**src/design/imu_complementary_tilt_filter_core_defines.svh**
```systemverilog
// ============================================================================
// Assertion macros for the tilt filter core
// Shared forms for concurrent checks clocked on clk and disabled in reset.
// ============================================================================
`ifndef IMU_COMPLEMENTARY_TILT_FILTER_CORE_DEFINES_SVH
`define IMU_COMPLEMENTARY_TILT_FILTER_CORE_DEFINES_SVH

// The consequent must hold in the same cycle as the antecedent.
`define ICTF_ASSERT_NOW(label, ante, cons) \
  label: assert property (@(posedge clk) disable iff (rst) (ante) |-> (cons)) \
    else $error("ictf: same-cycle check failed");

// The consequent must hold in the cycle after the antecedent.
`define ICTF_ASSERT_NEXT(label, ante, cons) \
  label: assert property (@(posedge clk) disable iff (rst) (ante) |=> (cons)) \
    else $error("ictf: next-cycle check failed");

`endif

```
**src/design/ictf_pkg.sv**
```systemverilog
// ============================================================================
// ictf_pkg
// Widths, constants, types and helper functions of the tilt filter core.
// ============================================================================
package ictf_pkg;

  localparam int CORDIC_ITERATIONS = 16;
  localparam int SAMPLE_BITS       = 16;
  localparam int TABLE_LEN         = 24;
  localparam int CORDIC_STEPS      = (CORDIC_ITERATIONS < TABLE_LEN) ?
                                     CORDIC_ITERATIONS : TABLE_LEN;
  localparam int CNT_W             = (CORDIC_STEPS > 1) ? $clog2(CORDIC_STEPS) : 1;
  localparam int TAB_IDX_W         = $clog2(TABLE_LEN);

  // CORDIC operands are scaled so that they always occupy about 40 bits.
  localparam int SCALE_SH = 40 - SAMPLE_BITS;
  localparam int XW       = 43;
  localparam int ZW       = 26;

  localparam logic signed [ZW-1:0] DEG90  = ZW'(90 * 65536);
  localparam logic signed [ZW-1:0] DEG180 = ZW'(180 * 65536);
  localparam logic signed [ZW:0]   DEG270 = (ZW + 1)'(270 * 65536);

  localparam int IN_W      = 16;
  localparam int STEP_W    = 24;
  localparam int COEFF_W   = 16;
  localparam int CFG_W     = 24;
  localparam int CFG_IDX_W = 1;
  localparam int ANG_W     = 32;
  localparam int ACCX_W    = 25;
  localparam int ACCY_W    = 26;

  localparam int MUL_A_W = 34;
  localparam int MUL_B_W = 25;
  localparam int PROD_W  = MUL_A_W + MUL_B_W;
  localparam int GPROD_W = 42;
  localparam int INC_W   = GPROD_W - 8;
  localparam int SAT_W   = 36;

  localparam int IN_DATA_W  = 6 * IN_W;
  localparam int OUT_FLD_W  = 5 * ANG_W + ACCX_W + ACCY_W;
  localparam int OUT_DATA_W = ((OUT_FLD_W + 7) / 8) * 8;
  localparam int OUT_PAD_W  = OUT_DATA_W - OUT_FLD_W;

  localparam logic [STEP_W-1:0]  GYRO_STEP_RESET    = STEP_W'(23488);
  localparam logic [COEFF_W-1:0] FILTER_COEFF_RESET = COEFF_W'(63570);

  localparam logic [CFG_IDX_W-1:0] REG_GYRO_STEP    = CFG_IDX_W'(0);
  localparam logic [CFG_IDX_W-1:0] REG_FILTER_COEFF = CFG_IDX_W'(1);

  typedef enum logic [3:0] {
    S_IDLE,
    S_GX,
    S_GY,
    S_GZ,
    S_INCZ,
    S_WAIT_X,
    S_WAIT_Y,
    S_FX1,
    S_FX2,
    S_FXY,
    S_FY2,
    S_FY3,
    S_OUT
  } state_t;

  typedef struct packed {
    logic                          start;
    logic signed [SAMPLE_BITS-1:0] y;
    logic signed [SAMPLE_BITS-1:0] x;
  } cordic_req_t;

  typedef struct packed {
    logic                 busy;
    logic                 done;
    logic signed [ZW-1:0] angle;
  } cordic_rsp_t;

  // atan(2^-i) in degrees, Q16.16, rounded.
  function automatic logic signed [ZW-1:0] atan_entry(input logic [TAB_IDX_W-1:0] i);
    case (i)
      5'd0:    atan_entry = ZW'(2949120);
      5'd1:    atan_entry = ZW'(1740967);
      5'd2:    atan_entry = ZW'(919879);
      5'd3:    atan_entry = ZW'(466945);
      5'd4:    atan_entry = ZW'(234379);
      5'd5:    atan_entry = ZW'(117304);
      5'd6:    atan_entry = ZW'(58666);
      5'd7:    atan_entry = ZW'(29335);
      5'd8:    atan_entry = ZW'(14668);
      5'd9:    atan_entry = ZW'(7334);
      5'd10:   atan_entry = ZW'(3667);
      5'd11:   atan_entry = ZW'(1833);
      5'd12:   atan_entry = ZW'(917);
      5'd13:   atan_entry = ZW'(458);
      5'd14:   atan_entry = ZW'(229);
      5'd15:   atan_entry = ZW'(115);
      5'd16:   atan_entry = ZW'(57);
      5'd17:   atan_entry = ZW'(29);
      5'd18:   atan_entry = ZW'(14);
      5'd19:   atan_entry = ZW'(7);
      5'd20:   atan_entry = ZW'(4);
      5'd21:   atan_entry = ZW'(2);
      5'd22:   atan_entry = ZW'(1);
      default: atan_entry = '0;
    endcase
  endfunction

  function automatic logic signed [ANG_W-1:0] sat32(input logic signed [SAT_W-1:0] v);
    logic signed [SAT_W-1:0] vmax;
    logic signed [SAT_W-1:0] vmin;
    vmax = {{(SAT_W - ANG_W + 1){1'b0}}, {(ANG_W - 1){1'b1}}};
    vmin = {{(SAT_W - ANG_W + 1){1'b1}}, {(ANG_W - 1){1'b0}}};
    if (v > vmax) begin
      sat32 = vmax[ANG_W-1:0];
    end else if (v < vmin) begin
      sat32 = vmin[ANG_W-1:0];
    end else begin
      sat32 = v[ANG_W-1:0];
    end
  endfunction

  // Q0.24 step times raw rate, rounded half up to Q16.16.
  function automatic logic signed [INC_W-1:0] round_inc(input logic signed [PROD_W-1:0] p);
    logic signed [GPROD_W-1:0] r;
    r = p[GPROD_W-1:0] + GPROD_W'(128);
    round_inc = r[GPROD_W-1:8];
  endfunction

endpackage

```
**src/design/ictf_cordic.sv**
```systemverilog
// ============================================================================
// ictf_cordic
// Iterative vectoring CORDIC that returns atan2(y, x) in Q16.16 degrees.
// ============================================================================
module ictf_cordic (
  input  logic                 clk,
  input  logic                 rst,
  input  ictf_pkg::cordic_req_t req,
  output ictf_pkg::cordic_rsp_t rsp
);

  logic                                busy;
  logic                                done;
  logic                                zero;
  logic [ictf_pkg::CNT_W-1:0]          cnt;
  logic signed [ictf_pkg::XW-1:0]      x;
  logic signed [ictf_pkg::XW-1:0]      y;
  logic signed [ictf_pkg::ZW-1:0]      z;
  logic signed [ictf_pkg::ZW-1:0]      angle;

  logic signed [ictf_pkg::XW-1:0]      xs;
  logic signed [ictf_pkg::XW-1:0]      ys;
  logic signed [ictf_pkg::XW-1:0]      x_load;
  logic signed [ictf_pkg::XW-1:0]      y_load;
  logic signed [ictf_pkg::ZW-1:0]      z_load;
  logic signed [ictf_pkg::XW-1:0]      dx;
  logic signed [ictf_pkg::XW-1:0]      dy;
  logic signed [ictf_pkg::XW-1:0]      x_next;
  logic signed [ictf_pkg::XW-1:0]      y_next;
  logic signed [ictf_pkg::ZW-1:0]      z_next;
  logic signed [ictf_pkg::ZW-1:0]      z_clamp;
  logic signed [ictf_pkg::ZW-1:0]      tab;
  logic                                load;
  logic                                last;

  assign load = req.start && !busy;
  assign last = (cnt == ictf_pkg::CNT_W'(ictf_pkg::CORDIC_STEPS - 1));

  // Scale and fold a negative x into the right half plane.
  always_comb begin
    xs = {{(ictf_pkg::XW - ictf_pkg::SAMPLE_BITS){req.x[ictf_pkg::SAMPLE_BITS-1]}}, req.x}
         <<< ictf_pkg::SCALE_SH;
    ys = {{(ictf_pkg::XW - ictf_pkg::SAMPLE_BITS){req.y[ictf_pkg::SAMPLE_BITS-1]}}, req.y}
         <<< ictf_pkg::SCALE_SH;
    if (xs < 0) begin
      if (ys >= 0) begin
        x_load = ys;
        y_load = -xs;
        z_load = ictf_pkg::DEG90;
      end else begin
        x_load = -ys;
        y_load = xs;
        z_load = -ictf_pkg::DEG90;
      end
    end else begin
      x_load = xs;
      y_load = ys;
      z_load = '0;
    end
  end

  // One micro-rotation per cycle through the shared shifter and adders.
  always_comb begin
    tab = ictf_pkg::atan_entry(ictf_pkg::TAB_IDX_W'(cnt));
    dx  = y >>> cnt;
    dy  = x >>> cnt;
    if (y >= 0) begin
      x_next = x + dx;
      y_next = y - dy;
      z_next = z + tab;
    end else begin
      x_next = x - dx;
      y_next = y + dy;
      z_next = z - tab;
    end
    if (z_next > ictf_pkg::DEG180) begin
      z_clamp = ictf_pkg::DEG180;
    end else if (z_next < -ictf_pkg::DEG180) begin
      z_clamp = -ictf_pkg::DEG180;
    end else begin
      z_clamp = z_next;
    end
  end

  always_ff @(posedge clk) begin
    if (rst) begin
      busy <= 1'b0;
      done <= 1'b0;
      cnt  <= '0;
    end else begin
      done <= 1'b0;
      if (load) begin
        busy <= 1'b1;
        cnt  <= '0;
      end else if (busy && last) begin
        busy <= 1'b0;
        done <= 1'b1;
      end else if (busy) begin
        cnt <= cnt + 1'b1;
      end
    end
  end

  always_ff @(posedge clk) begin
    if (load) begin
      x    <= x_load;
      y    <= y_load;
      z    <= z_load;
      zero <= (req.x == '0) && (req.y == '0);
    end else if (busy) begin
      x <= x_next;
      y <= y_next;
      z <= z_next;
      if (last) begin
        angle <= zero ? '0 : z_clamp;
      end
    end
  end

  assign rsp.busy  = busy;
  assign rsp.done  = done;
  assign rsp.angle = angle;

endmodule

```
**config.mk**
```make
export PLATFORM = sky130hd
export DESIGN_NAME = ictf_cordic
export DESIGN_NICKNAME = d
export VERILOG_FILES = /design/src/design/imu_complementary_tilt_filter_core_defines.svh /design/src/design/ictf_pkg.sv /design/src/design/ictf_cordic.sv
export SDC_FILE = /design/constraint.sdc
export NUM_CORES = 1
export LEC_CHECK = 0
export BUFFER_PORTS_ARGS = -buffer_cell sky130_fd_sc_hd__clkbuf_2
export CORE_ASPECT_RATIO = 1.25
export CORE_MARGIN = 3
export CORE_UTILIZATION = 40
export CTS_CLUSTER_DIAMETER = 100
export CTS_CLUSTER_SIZE = 8
export DETAILED_ROUTE_END_ITERATION = 7
export PLACE_DENSITY_LB_ADDON = 0.08
export SETUP_SLACK_MARGIN = 0.2
export SLEW_MARGIN = 10
export SYNTH_ARGS = -nofsm -noshare
export SYNTH_HDL_FRONTEND = slang
export SYNTH_SLANG_ARGS = --single-unit
```
**constraint.sdc**
```tcl
create_clock -name clk -period 7.05 [get_ports clk]
set_input_delay 2.115 -clock clk [delete_from_list [all_inputs] [get_ports clk]]
set_output_delay 2.115 -clock clk [all_outputs]
set_load 0.02 [all_outputs]
```
==> out/results.env, run 1 <==
PLACEDINSTANCEAREA_UM2=21450
WORSTHOLDPATHTYPE='reg -> reg'
WORST_SETUP_PATH_STARTPOINT='cnt[2]'
YOSYS.CELL_COUNT.TOP_TYPE='sky130_fd_sc_hd__nand2_1'
GRT_ANTENNA_BEFORE_REPAIR=0
MAXSLEWHEADROOM=0.2078
TRITONCTS.NUM_BUFFERS=17
RSZ_0062_RAISED_AFTER_GLOBAL_ROUTING='no'
WORST_PATH_LARGEST_CELL_DELAY_PS=770
POST-ROUTE-CELL-AREA_UM2=22040
STARTING_UTILIZATION_OF_THE_CORE_AREA=0.4066
WORST_PATH_DOMINANT_CELL_FAMILY='compound AO/OA/AOI/OAI gates'
PRE_CTS_SETUP_SLACK_PS=454.2
DETAILEDROUTE.FIRSTITERATIONVIOLATIONS=1626
DRT_PRE_ANTENNA_ITERS=6
FIN_TNS_SETUP_PS=0
CTS_MAX_LEVEL=4
REQUIRED_PS=7390
FINAL-MAX-SLEW-VIOLATION-COUNT=0
GRT_FIRST_PASS_WIRELENGTH_MM=107.0
GLOBAL_ROUTE.USAGE.TOTAL=0.2522
FLOW.AREA_GROWTH_FROM_SYNTHESIS_PCT=7.048
CTS_TREE='yes'
POST_SYNTH_MAIN_AREA_CONTRIBUTORS='sky130_fd_sc_hd__edfxtp_1 (20%), sky130_fd_sc_hd__mux4_2 (8.3%), sky130_fd_sc_hd__ha_1 (7.4%), sky130_fd_sc_hd__xnor2_1 (4.8%), sky130_fd_sc_hd__a21oi_1 (4.7%)'
PLACE_CONGESTION=0.9195
CPMAXSTAGEDELAYCELL='sky130_fd_sc_hd__dfxtp_4'
YOSYS_MOST_USED_DFF='sky130_fd_sc_hd__edfxtp_1'
WORSTSKEWPAIRLATENCY_PS=500
WORST_SETUP_PATH_TYPE='reg -> reg'
NUMBER_OF_ANTENNA_VIOLATING_NETS_IN_THE_ROUTED_DESIGN=0
CTS-ROOT-BUF='sky130_fd_sc_hd__clkbuf_16'
POST_SYNTHESIS_SEQUENTIAL_AREA_RATIO=0.2299
OUTCOME='finished, final reports clean'
YOSYS-TOP-CELLS-COUNT='sky130_fd_sc_hd__nand2_1 (228), sky130_fd_sc_hd__a21oi_1 (195), sky130_fd_sc_hd__nor2_1 (175), sky130_fd_sc_hd__o21ai_0 (175), sky130_fd_sc_hd__edfxtp_1 (139)'
FIRST_GLOBAL_VIAS=18320
FIN_HOLD_WS_PS=720.4
GRT.OVERFLOW.TOTAL=0
CRIT_ARRIVAL_PS=6710
WORSTREG2REGSTART='cnt[2]'
PATH_BUF_INV=1
SYNTH_TOP_CELL_AREA_SHARE=0.2027
PATH_MAX_FANOUT=51
BOUNDARYPINS=63
SYNTH_ENABLE_FLOP_CELLS=139
NETLIST.TOP_CELL.BY_AREA='sky130_fd_sc_hd__edfxtp_1'
CRIT_PATH_END_KIND='register'
POST_ROUTE_CELLS_DRIVE_ABOVE_1_SHARE=0.1232
CRITICAL_PATH.MOST_COMMON_CELL='sky130_fd_sc_hd__o21ai_0'
LARGEST_NET_DEGREE_AT_THE_START_OF_GLOBAL_ROUTING=69
FINALWORSTSETUPSLACK_PS=681.0
DIE_HEIGHT_UM=259.7
ROUTED_WIRELENGTH_MM=69.86
SYNTH_NETS=2569
MAX_CAP_VIOLATIONS=0
VIA_COUNT=19083
DRT_VIA_DENSITY=6.249
SETUP.WORST_PATH.START_CLASS='register'
CP-ENDPOINT='y[41]'
FIN_WORST_SKEW_PS=21.59
ASYNC_FLOP_SHARE=0
R2R_SLACK_PS=680
SYNTH_SEQ_CELLS=167
HOLD_START='busy'
PATH_CLK_SLEW_PS=80
TIMING_LIMITED_MAXIMUM_FREQUENCY_GHz=0.1570
FINAL.PERIOD_UTILIZATION=0.9034
AREA_OF_THE_MAPPED_NETLIST_UM2=20590
NETLIST-CELL-TYPE-COUNT=87
CLK_PATH_BUF_DEPTH=2
CORE-AREA_UM2=50650
FINALHOLDVIOLATIONS=0
ORDERED_LIST_OF_CELLS_ON_THE_WORST_PATH='mux4_2 -> mux2_2 -> mux2i_1 -> and3_1 -> nand4_1 -> inv_1 -> nand2_1 -> o21ai_0 -> xnor2_1 -> ha_1 -> a21oi_1 -> o21ai_0 -> or2_2 -> nor2_1 -> a31oi_1 -> a2111oi_1 -> o31ai_1 -> a211o_1 -> o211ai_1'
DRT-WIRELENGTH-PER-CELL_UM=22.87
NETLIST_INSTANCES=2409
TIMING_WORST_SLEW_PIN_VALUE_PS=1158
DRC=0
WORSTREG2REGEND='y[41]'
POSTSYNTHAREAPERCELL_UM2=8.548
DESIGN.DIE.AREA_UM2=54260
CLOCK_SINK_COUNT=167
NUMPORTBUFFERS=62
DETAILEDPLACEMENTHPWL_MM=53.92
SETUP_VIOL=0
R2R.WORST_PATH.CELLS=19
YOSYSWARNINGS=0
PATH_DEPTH=19
FLOORPLAN.ROWS=92
DIE_X_UM=208.9
FINALNETCOUNT=2542
MIN_PERIOD_PS=6369
CTS.HOLD.BUFFERS_ADDED=0
sequential cells by signal, indices dropped and copies added (netlist names):
signal  count
x          43
y          43
cnt         4
tab        22
z          26
zero        1
done        1
angle      26
busy        1
metal layers:
layer	part of all wire	up-vias	track usage
li1	-	9124	-
met1	0.42	9228	0.3189
met4	0.044	0	0.1165
met2	0.49	606	0.4273
met3	0.049	125	0.03427
met5	0	-	0
metrics by stage:
stage / cells / util
6_report: 3054 / 0.4352
5_1_grt: 3053 / 0.4352
4_1_cts: 3052 / 0.4346
3_5_place_dp: 3020 / 0.4235
3_3_place_gp: 3020 / 0.4235
2_1_floorplan: 2409 / -
cells in the final DEF, fill, tap and decap left out, types with 30 or more instances in the layout:
cell / Yosys / final
sky130_fd_sc_hd__o211ai_1: 41 / 41
sky130_fd_sc_hd__nand3_1: 52 / 52
sky130_fd_sc_hd__edfxtp_1: 139 / 139
sky130_fd_sc_hd__xor2_1: 84 / 84
sky130_fd_sc_hd__nor2_1: 175 / 174
sky130_fd_sc_hd__o31ai_1: 40 / 40
sky130_fd_sc_hd__a21o_1: 71 / 71
sky130_fd_sc_hd__buf_4: 11 / 37
sky130_fd_sc_hd__nor3_1: 60 / 60
sky130_fd_sc_hd__ha_1: 122 / 122
sky130_fd_sc_hd__nand2_1: 228 / 228
sky130_fd_sc_hd__xnor2_1: 112 / 112
sky130_fd_sc_hd__inv_1: 55 / 54
sky130_fd_sc_hd__o21ai_0: 175 / 174
sky130_fd_sc_hd__a21oi_1: 195 / 195
sky130_fd_sc_hd__mux2_2: 36 / 36
sky130_fd_sc_hd__and3_1: 30 / 30
sky130_fd_sc_hd__mux2i_1: 79 / 79
sky130_fd_sc_hd__mux4_2: 76 / 76
sky130_fd_sc_hd__clkbuf_2: 0 / 62
kinds of logic after synthesis:
group | after synthesis | share of synthesized area
compound gates | 736 | 0.2299
xor+xnor | 196 | 0.08336
fa+ha+maj | 125 | 0.07704
buf+inv | 210 | 0.04205
flops | 167 | 0.2299
mux | 198 | 0.1501
simple gates | 777 | 0.1876
worst min path at each step:
stage / slack [ps] / end / cells past startpoint
CTS: 680 / done / 2
global route: 740 / done / 2
detailed placement: 670 / done / 2
global placement: 650 / done / 2
floorplan: 510 / done / 2
finish: 720 / done / 2
layout make-up:
class	instances	area, um2
antenna	1	2.502
tap	658	823.3
timing repair buffer	103	663.1
multi-input combinational	2032	15010
inverter	61	234.0
clock buffer	18	429.2
sequential	167	4750
fill	5129	28600
clock inverter	14	132.6
timing repair:
action,CTS,global route
endpoints found under the hold margin,0,0
buffers inserted,0,1
gates resized for setup,0,3
setup endpoints to repair,0,10
tightest hold or removal path: stages (launching register included):
cell and delay, ps:
sky130_fd_sc_hd__dfxtp_1 390, sky130_fd_sc_hd__nand3_1 170, sky130_fd_sc_hd__nor3_1 100
Power of run 1 is not shown: default switching activity piles up to over one toggle a cycle in this logic, so the estimate is an artifact.
==> run 2: changes to the inputs <==
CELL_PAD_IN_SITES_DETAIL_PLACEMENT = 0   (was default)
CELL_PAD_IN_SITES_GLOBAL_PLACEMENT = 2   (was default)
CORE_UTILIZATION = 37   (was 40)
==> out/results.env, run 2 (synthesis gave the netlist of run 1 again) <==
WORST_PATH_LARGEST_CELL_DELAY_PS=730
DIE_X_UM=217.0
MIN_PERIOD_PS=6391
PATH_MAX_FANOUT=45
LARGESTREGISTERS='x (43), y (43)'
CTS-ROOT-BUF='sky130_fd_sc_hd__clkbuf_16'
RSZ_0062_RAISED_AFTER_GLOBAL_ROUTING='no'
FINAL-MAX-SLEW-VIOLATION-COUNT=0
WORSTSKEWPAIRLATENCY_PS=500
TIMING_LIMITED_MAXIMUM_FREQUENCY_GHz=0.1565
FIN_TNS_SETUP_PS=0
FILLERS=5696
ORDERED_LIST_OF_CELLS_ON_THE_WORST_PATH='buf_4 -> mux4_2 -> mux2_2 -> a21oi_1 -> nand4_1 -> buf_4 -> nor3b_1 -> buf_4 -> nand2_1 -> o21ai_0 -> xor2_1 -> ha_1 -> a21o_1 -> a21o_1 -> a21o_1 -> or4_1 -> o211ai_1 -> a21oi_1 -> o31a_1 -> or3_1 -> nand3_1'
MOST-COMMON-LAYOUT-CELLS='sky130_fd_sc_hd__nand2_1 (228), sky130_fd_sc_hd__a21oi_1 (195), sky130_fd_sc_hd__nor2_1 (174)'
DRC=0
NUMBER_OF_ANTENNA_VIOLATING_NETS_IN_THE_ROUTED_DESIGN=0
FIN_WORST_SKEW_PS=18.11
CLK_PATH_BUF_DEPTH=2
PATH_CLK_SLEW_PS=70
FINALHOLDVIOLATIONS=0
N_ANTENNA_CELL=0
STARTING_UTILIZATION_OF_THE_CORE_AREA=0.3743
VIA_COUNT=19045
SETUP.WORST_PATH.START_CLASS='register'
WORSTHOLDPATHTYPE='reg -> reg'
R2R_SLACK_PS=660
FINALWORSTSETUPSLACK_PS=659.2
REQUIRED_PS=7410
DETAILEDROUTE.FIRSTITERATIONVIOLATIONS=1501
DRT-WIRELENGTH-PER-CELL_UM=23.29
LARGEST_NET_DEGREE_AT_THE_START_OF_GLOBAL_ROUTING=112
CORE-AREA_UM2=55010
GLOBAL_ROUTE.USAGE.TOTAL=0.2451
DRT_PRE_ANTENNA_ITERS=6
CTS_TREE='yes'
PLACEDINSTANCEAREA_UM2=21570
CRIT_ARRIVAL_PS=6750
GRT.OVERFLOW.TOTAL=0
OUTCOME='finished, final reports clean'
FINALNETCOUNT=2544
WORST_SETUP_PATH_TYPE='reg -> reg'
FINAL_CELLS=3132
DRT_VIA_DENSITY=6.081
GRT_FIRST_PASS_WIRELENGTH_MM=112.1
TIMING_WORST_SLEW_PIN_VALUE_PS=1253
POST-ROUTE-CELL-AREA_UM2=22170
PRE_CTS_SETUP_SLACK_PS=668.2
FLOORPLAN.ROWS=96
DETAILEDPLACEMENTHPWL_MM=56.23
TRITONCTS.NUM_BUFFERS=17
POST_ROUTE_CELLS_DRIVE_ABOVE_1_SHARE=0.1235
FLOW.AREA_GROWTH_FROM_SYNTHESIS_PCT=7.680
DESIGN.DIE.AREA_UM2=58540
CRIT_PATH_END_KIND='register'
FIRST_GLOBAL_VIAS=18389
CPMAXSTAGEDELAYCELL='sky130_fd_sc_hd__dfxtp_4'
PLACE_CONGESTION=0.8892
CTS_MAX_LEVEL=4
NUMPORTBUFFERS=62
ROUTED_WIRELENGTH_MM=72.94
PLACE_INST=3098
GRT_ANTENNA_BEFORE_REPAIR=2
FINAL_COMMON_CELL='sky130_fd_sc_hd__nand2_1'
FINAL.PERIOD_UTILIZATION=0.9065
DIE_HEIGHT_UM=269.8
SETUP_VIOL=0
MAXSLEWHEADROOM=0.1539
CLOCK_SINK_COUNT=167
BOUNDARYPINS=63
MAX_CAP_VIOLATIONS=0
-- run 2: layout make-up --
class,instances,area [um2],area share
clock buffers,17,425.4,0.01919
repair buffers,105,686.9,0.03098
inverters,61,234.0,0.01055
well taps,735,919.6,0.04147
flip-flops and latches,167,4750,0.2142
multi-input cells,2032,15000,0.6763
clock inverters,15,161.4,0.007279
-- run 2: stage by stage --
stage                     utilization  hold WS (ps)
after floorplan                     -         511.0
after global placement         0.3921         615.7
after detailed placement       0.3921         646.1
after CTS                      0.4027         655.3
after global routing           0.4031         682.5
final                          0.4031         649.2
-- run 2: layer usage --
metal  vias up  track usage  routed length (um)
met5         -            0                  13
met4         2      0.08054                2320
met1      9347       0.3181               31760
li1       9127            -                   -
met3        89      0.03314                2904
met2       480       0.4199               35950
-- run 2: critical path, delay by kind of cell (launching register included) --
kind	cells	cell delay, ps
AOI/OAI and AO/OA	8	2010
and+or+nand+nor	6	1410
buffers and inverters	3	810
DFF	1	730
muxes	2	720
adders and majority gates	1	340
xor gates and xnor gates	1	210
-- run 2: path summary, 6_finish.rpt --
path / start / to / cells past startpoint
worst max-delay path: cnt[2] / y[40] / 21
worst min-delay path: busy / done / 2
worst max register to register: cnt[2] / y[40] / 21
worst min register to register: busy / done / 2
-- run 2: repair_timing --
action | CTS | global route
setup buffers | 0 | 2
hold buffers | 0 | 0
resized for setup | 0 | 2
endpoints found under the setup margin | 0 | 2
Power of run 2 is left out for the same reason.
